**config.mk**
```make
export PLATFORM = sky130hd
export DESIGN_NAME = pfb_decode
export DESIGN_NICKNAME = d
export VERILOG_FILES = /design/src/hdl/pfb_pkg.sv /design/src/hdl/pfb_decode.sv
export SDC_FILE = /design/constraint.sdc
export NUM_CORES = 1
export LEC_CHECK = 0
export ABC_AREA = 1
export BUFFER_PORTS_ARGS = -buffer_cell sky130_fd_sc_hd__buf_2
export CAP_MARGIN = 20
export CORE_AREA = 10 10 97 99
export DETAILED_ROUTE_END_ITERATION = 7
export DIE_AREA = 0 0 107 109
export MAX_ROUTING_LAYER = met4
export PLACE_DENSITY_LB_ADDON = 0.3
export SLEW_MARGIN = 20
export SYNTH_ARGS = -nofsm -noshare
export SYNTH_HDL_FRONTEND = slang
export SYNTH_SLANG_ARGS = --single-unit
export TNS_END_PERCENT = 50
```
**constraint.sdc**
```tcl
create_clock -name vclk -period 7.8
set_clock_uncertainty 0.2 [all_clocks]
set_input_delay 0.78 -clock vclk [all_inputs]
set_output_delay 0.78 -clock vclk [all_outputs]
set_load 0.005 [all_outputs]
```
**src/hdl/pfb_pkg.sv**
```systemverilog
package pfb_pkg;

	// item kinds carried in s_tuser
	typedef enum logic [1:0] {
		CMD_PIXEL = 2'd0,
		CMD_BLIT  = 2'd1,
		CMD_READ  = 2'd2,
		CMD_NOP   = 2'd3
	} cmd_t;

	// configuration register indexes
	localparam logic REG_PANEL_WIDTH  = 1'b0;
	localparam logic REG_PANEL_HEIGHT = 1'b1;

	localparam logic [7:0] PANEL_WIDTH_RST  = 8'd128;
	localparam logic [6:0] PANEL_HEIGHT_RST = 7'd64;

	// read-modify-write of one byte: new = (old & ~clr) | set
	typedef struct packed {
		logic       wr;
		logic [7:0] set;
		logic [7:0] clr;
	} bank_op_t;

	typedef struct packed {
		logic clip;
		logic rd_en;
		logic rd_bank;
	} item_ctl_t;

endpackage

```
**src/hdl/pfb_decode.sv**
```systemverilog
module pfb_decode import pfb_pkg::*; #(
	parameter int COLUMNS = 128,
	parameter int PAGES = 8,
	localparam int BANK_ROWS = (PAGES + 1) / 2,
	localparam int BANK_DEPTH = BANK_ROWS * COLUMNS,
	localparam int BAW = $clog2(BANK_DEPTH),
	localparam int RIW = (BANK_ROWS > 1) ? $clog2(BANK_ROWS) : 1,
	localparam int CW = $clog2(COLUMNS)
) (
	input  cmd_t                  cmd,
	input  logic [15:0]           column,
	input  logic [15:0]           row,
	input  logic [2:0]            page_offset,
	input  logic [7:0]            value,
	input  logic [7:0]            panel_width,
	input  logic [6:0]            panel_height,
	output item_ctl_t             ctl,
	output bank_op_t [1:0]        op,
	output logic [1:0][BAW-1:0]   addr
);

	logic        col_ok;
	logic        pix_clip;
	logic [2:0]  poff_eff;
	logic [13:0] pa;
	logic [13:0] pb;
	logic        lo_ok;
	logic        hi_ok;
	logic [7:0]  pix_mask;
	logic [15:0] blit_bits;
	logic [CW-1:0] col_idx;

	assign col_ok = !column[15] && (column < 16'(COLUMNS));
	assign col_idx = column[CW-1:0];

	assign pix_clip = !col_ok || (column >= {8'd0, panel_width}) || row[15] ||
		(row >= {9'd0, panel_height}) || (row >= 16'(8 * PAGES));

	// base page: floor(row/8), plus the image page offset for a blit
	assign poff_eff = (cmd == CMD_BLIT) ? page_offset : 3'd0;
	assign pa = {row[15], row[15:3]} + {11'd0, poff_eff};
	assign pb = pa + 14'd1;

	assign lo_ok = !pa[13] && (pa < 14'(PAGES));
	assign hi_ok = (row[2:0] != 3'd0) && !pb[13] && (pb < 14'(PAGES));

	assign pix_mask = 8'd1 << row[2:0];
	assign blit_bits = {8'd0, value} << row[2:0];

	always_comb begin
		ctl.clip = 1'b0;
		ctl.rd_en = 1'b0;
		ctl.rd_bank = pa[0];
		case (cmd)
			CMD_PIXEL: ctl.clip = pix_clip;
			CMD_BLIT:  ctl.clip = !col_ok || (!lo_ok && !hi_ok);
			CMD_READ: begin
				ctl.clip = !col_ok || !lo_ok;
				ctl.rd_en = col_ok && lo_ok;
			end
			default:   ctl.clip = 1'b0;
		endcase
	end

	// even pages live in bank 0, odd pages in bank 1; a blit's two pages
	// always land in different banks
	for (genvar b = 0; b < 2; b++) begin : g_bank
		logic          is_lo;
		logic [13:0]   page_b;
		logic [RIW-1:0] row_idx;

		assign is_lo = (pa[0] == 1'(b));
		assign page_b = is_lo ? pa : pb;
		assign row_idx = page_b[RIW:1];
		assign addr[b] = BAW'(32'(row_idx) * COLUMNS + 32'(col_idx));

		always_comb begin
			op[b].wr = 1'b0;
			op[b].set = 8'd0;
			op[b].clr = 8'd0;
			case (cmd)
				CMD_PIXEL: begin
					op[b].wr = !pix_clip && is_lo;
					op[b].set = (value != 8'd0) ? pix_mask : 8'd0;
					op[b].clr = (value == 8'd0) ? pix_mask : 8'd0;
				end
				CMD_BLIT: begin
					op[b].wr = col_ok && (is_lo ? lo_ok : hi_ok);
					op[b].set = is_lo ? blit_bits[7:0] : blit_bits[15:8];
				end
				default: op[b].wr = 1'b0;
			endcase
		end
	end

endmodule

```
==> qor.txt <==
GR Util All Layers: 0.137
CLK BUF: 0
Final nets: 602
Hold Buf Count CTS: 0
Worst-Margin Slew: 0.481 ns
Crit Path Class: primary input to output port
I/O pin cnt: 115
Total negative slack: 0 ns
Synth Area in Compound Gates: 0.138
Synthesized area per cell: 5.41 um^2
Post-synthesis mux area share: 0.00430
Syn-to-layout area delta: 21.7%
Final worst setup slack: 2.95 ns
Max cap viols: 0
Status: completed
Total core area: 7530 um^2
Final Hold Viols: 0
Die H: 109 um
Fin crit period: 4.85 ns
VDD IR max: 0.0199 mV
DR iter-0 viols: 117
Vias in the first global route: 2,879
Non-Filler Instances: 618
Worst Setup Start Kind: primary input
Most frequent cells in the layout: 120 x nand2_1, 115 x buf_2, 62 x inv_1
Xor/xnor share of the synthesized area: 0.00698
Vias: 2,975
Pwr/cell area: 46.1 nW/um^2
Endpoints failing setup: 0
Synth Area in Adders: 0.137
Fraction of layout instances using a drive strength above 1: 0.311
RSZ-0062 raised after global routing: no
Post-Route WL: 8100 um
Die X: 107 um
Final Cycle Share: 0.621
Pins Over Slew Limit: 0
Min-delay worst type: primary input to output port
Antenna-violating nets left: 0
Final RePlAce weighted congestion: 0.890
Storage element area: 0 um^2
Placed cells: 617
Netlist Area Pre-Place: 2330 um^2
Hold depth: 2
Drt via density: 4.81
Area occupied by multi-input gates: 1860 um^2
Global-route wire length before repair: 13,400 um
Initial antenna violation count: 1
Die area: 11,700 um^2
Post-CTS setup buffers: 0
Max transition margin: 0.679
Starting Density: 0.310
Leak: 1.66 nW
F_max: 206 MHz
Pre-CTS setup slack: 2.94 ns
FP Rows: 32
Total power: 0.000131 W
DR pass1 iterations: 4
DRC: 0
GRT overflow: 0
Seq_cells: 0
Netlist cell types: 32
Number of gates resized after cts: 0
Post-Syn Nets: 516
HPWL Detailed: 7180 um
Largest family of logic cells by synthesized area: simple AND/OR/NAND/NOR gates
Largest net degree at the start of global routing: 20
WP data arrival: 3.87 ns
Worst setup EP type: output port
Maximum fanout along the worst path: 6
Yosys warns: 0
FILL cells: 886
Worst EP required: 6.82 ns
Synth Area in Simple Gates: 0.511
PortBufs: 115
Sequential cell area fraction in the yosys report: 0
Crit path launch: cmd[1]
Cell count after synthesis: 431
Most common cell after layout, fill and taps aside: nand2_1
WL/cell: 13.1 um
Hold Startpoint: column[0]
==> worst max-delay path, stage by stage <==
cell and delay (ns):
buf_2 0.12, inv_1 0.07, ha_1 0.25, nand2_1 0.07
inv_1 0.06, ha_1 0.20, inv_1 0.07, fa_1 0.47
inv_1 0.12, ha_1 0.19, inv_1 0.05, nor2_2 0.13
nand3_1 0.11, nor2_1 0.17, nand2_2 0.11, nor2_4 0.13
nand2_2 0.08, xnor2_2 0.13, nor2_2 0.14, nand3_2 0.08
nand2_1 0.05, nand2_1 0.05, nand2_1 0.07, a21oi_1 0.05
buf_2 0.12
==> metal layers <==
metal	vias to the layer above	wire, um	track usage
met5	-	0	-
met4	0	122	0.0184
met3	9	255	0.00826
met2	76	4250	0.259
met1	1333	3470	0.159
li1	1557	-	-
==> Yosys cell counts <==
cell,count,area share
a21oi_1,11,0.024
o21bai_1,1,0.0032
a31oi_1,1,0.0027
nand3_2,6,0.026
fa_1,1,0.0086
o21ai_0,25,0.054
buf_4,22,0.071
nand2_4,2,0.0097
nor2_4,6,0.029
nor2_2,4,0.011
buf_2,1,0.0021
clkbuf_1,7,0.011
nor3_1,5,0.011
nand2_2,13,0.035
o21a_1,1,0.0032
nand2_1,120,0.19
xnor2_2,1,0.0070
nor2_1,35,0.056
nor3_2,1,0.0043
ha_1,24,0.13
or2_2,1,0.0027
o221ai_1,12,0.045
nor4_1,11,0.030
inv_2,10,0.016
nand4_1,8,0.021
nand3_4,1,0.0075
inv_1,62,0.10
a21boi_0,1,0.0032
buf_1,1,0.0016
mux2i_1,1,0.0043
o211ai_1,1,0.0032
nand3_1,35,0.075
==> through the flow <==
step	area (um^2)	util	hold slack [ns]
2_1_floorplan	2330	-	1.44
3_3_place_gp	2830	0.376	1.56
3_5_place_dp	2830	0.376	1.56
4_1_cts	2830	0.376	1.56
5_1_grt	2840	0.377	1.57
6_report	2840	0.377	1.56
==> final timing paths <==
check                     end  slack [ns]
worst max-delay path   ctl[2]        2.95
worst min-delay path  addr[0]        1.56
==> where the power goes <==
part	internal (W)	switching, W	total [W]	leakage [nW]
clock network	0.0000000000171	0	0.0000000000171	0.00000634
registers	0	0	0	0
logic	0.0000500	0.0000807	0.000131	1.66
==> final cells by class <==
type / count / share of cell area
Antenna cell: 1 / 0.000883
Inverter: 72 / 0.0953
Multi-Input combinational cell: 328 / 0.656
Tap cell: 102 / 0.0450
Timing Repair Buffer: 115 / 0.203
==> cell families (layout without fill, tap and decap cells) <==
| kind of cell | after synthesis | count (layout) |
|---|---|---|
| AO/OA/AOI/OAI | 53 | 53 |
| XOR/XNOR | 1 | 1 |
| buffers and inverters | 103 | 187 |
| AND/OR/NAND/NOR | 248 | 248 |
| other | 0 | 1 |
| multiplexers | 1 | 1 |
| adder cells (fa/ha/maj) | 25 | 25 |
(Power assumes the default switching activity.)
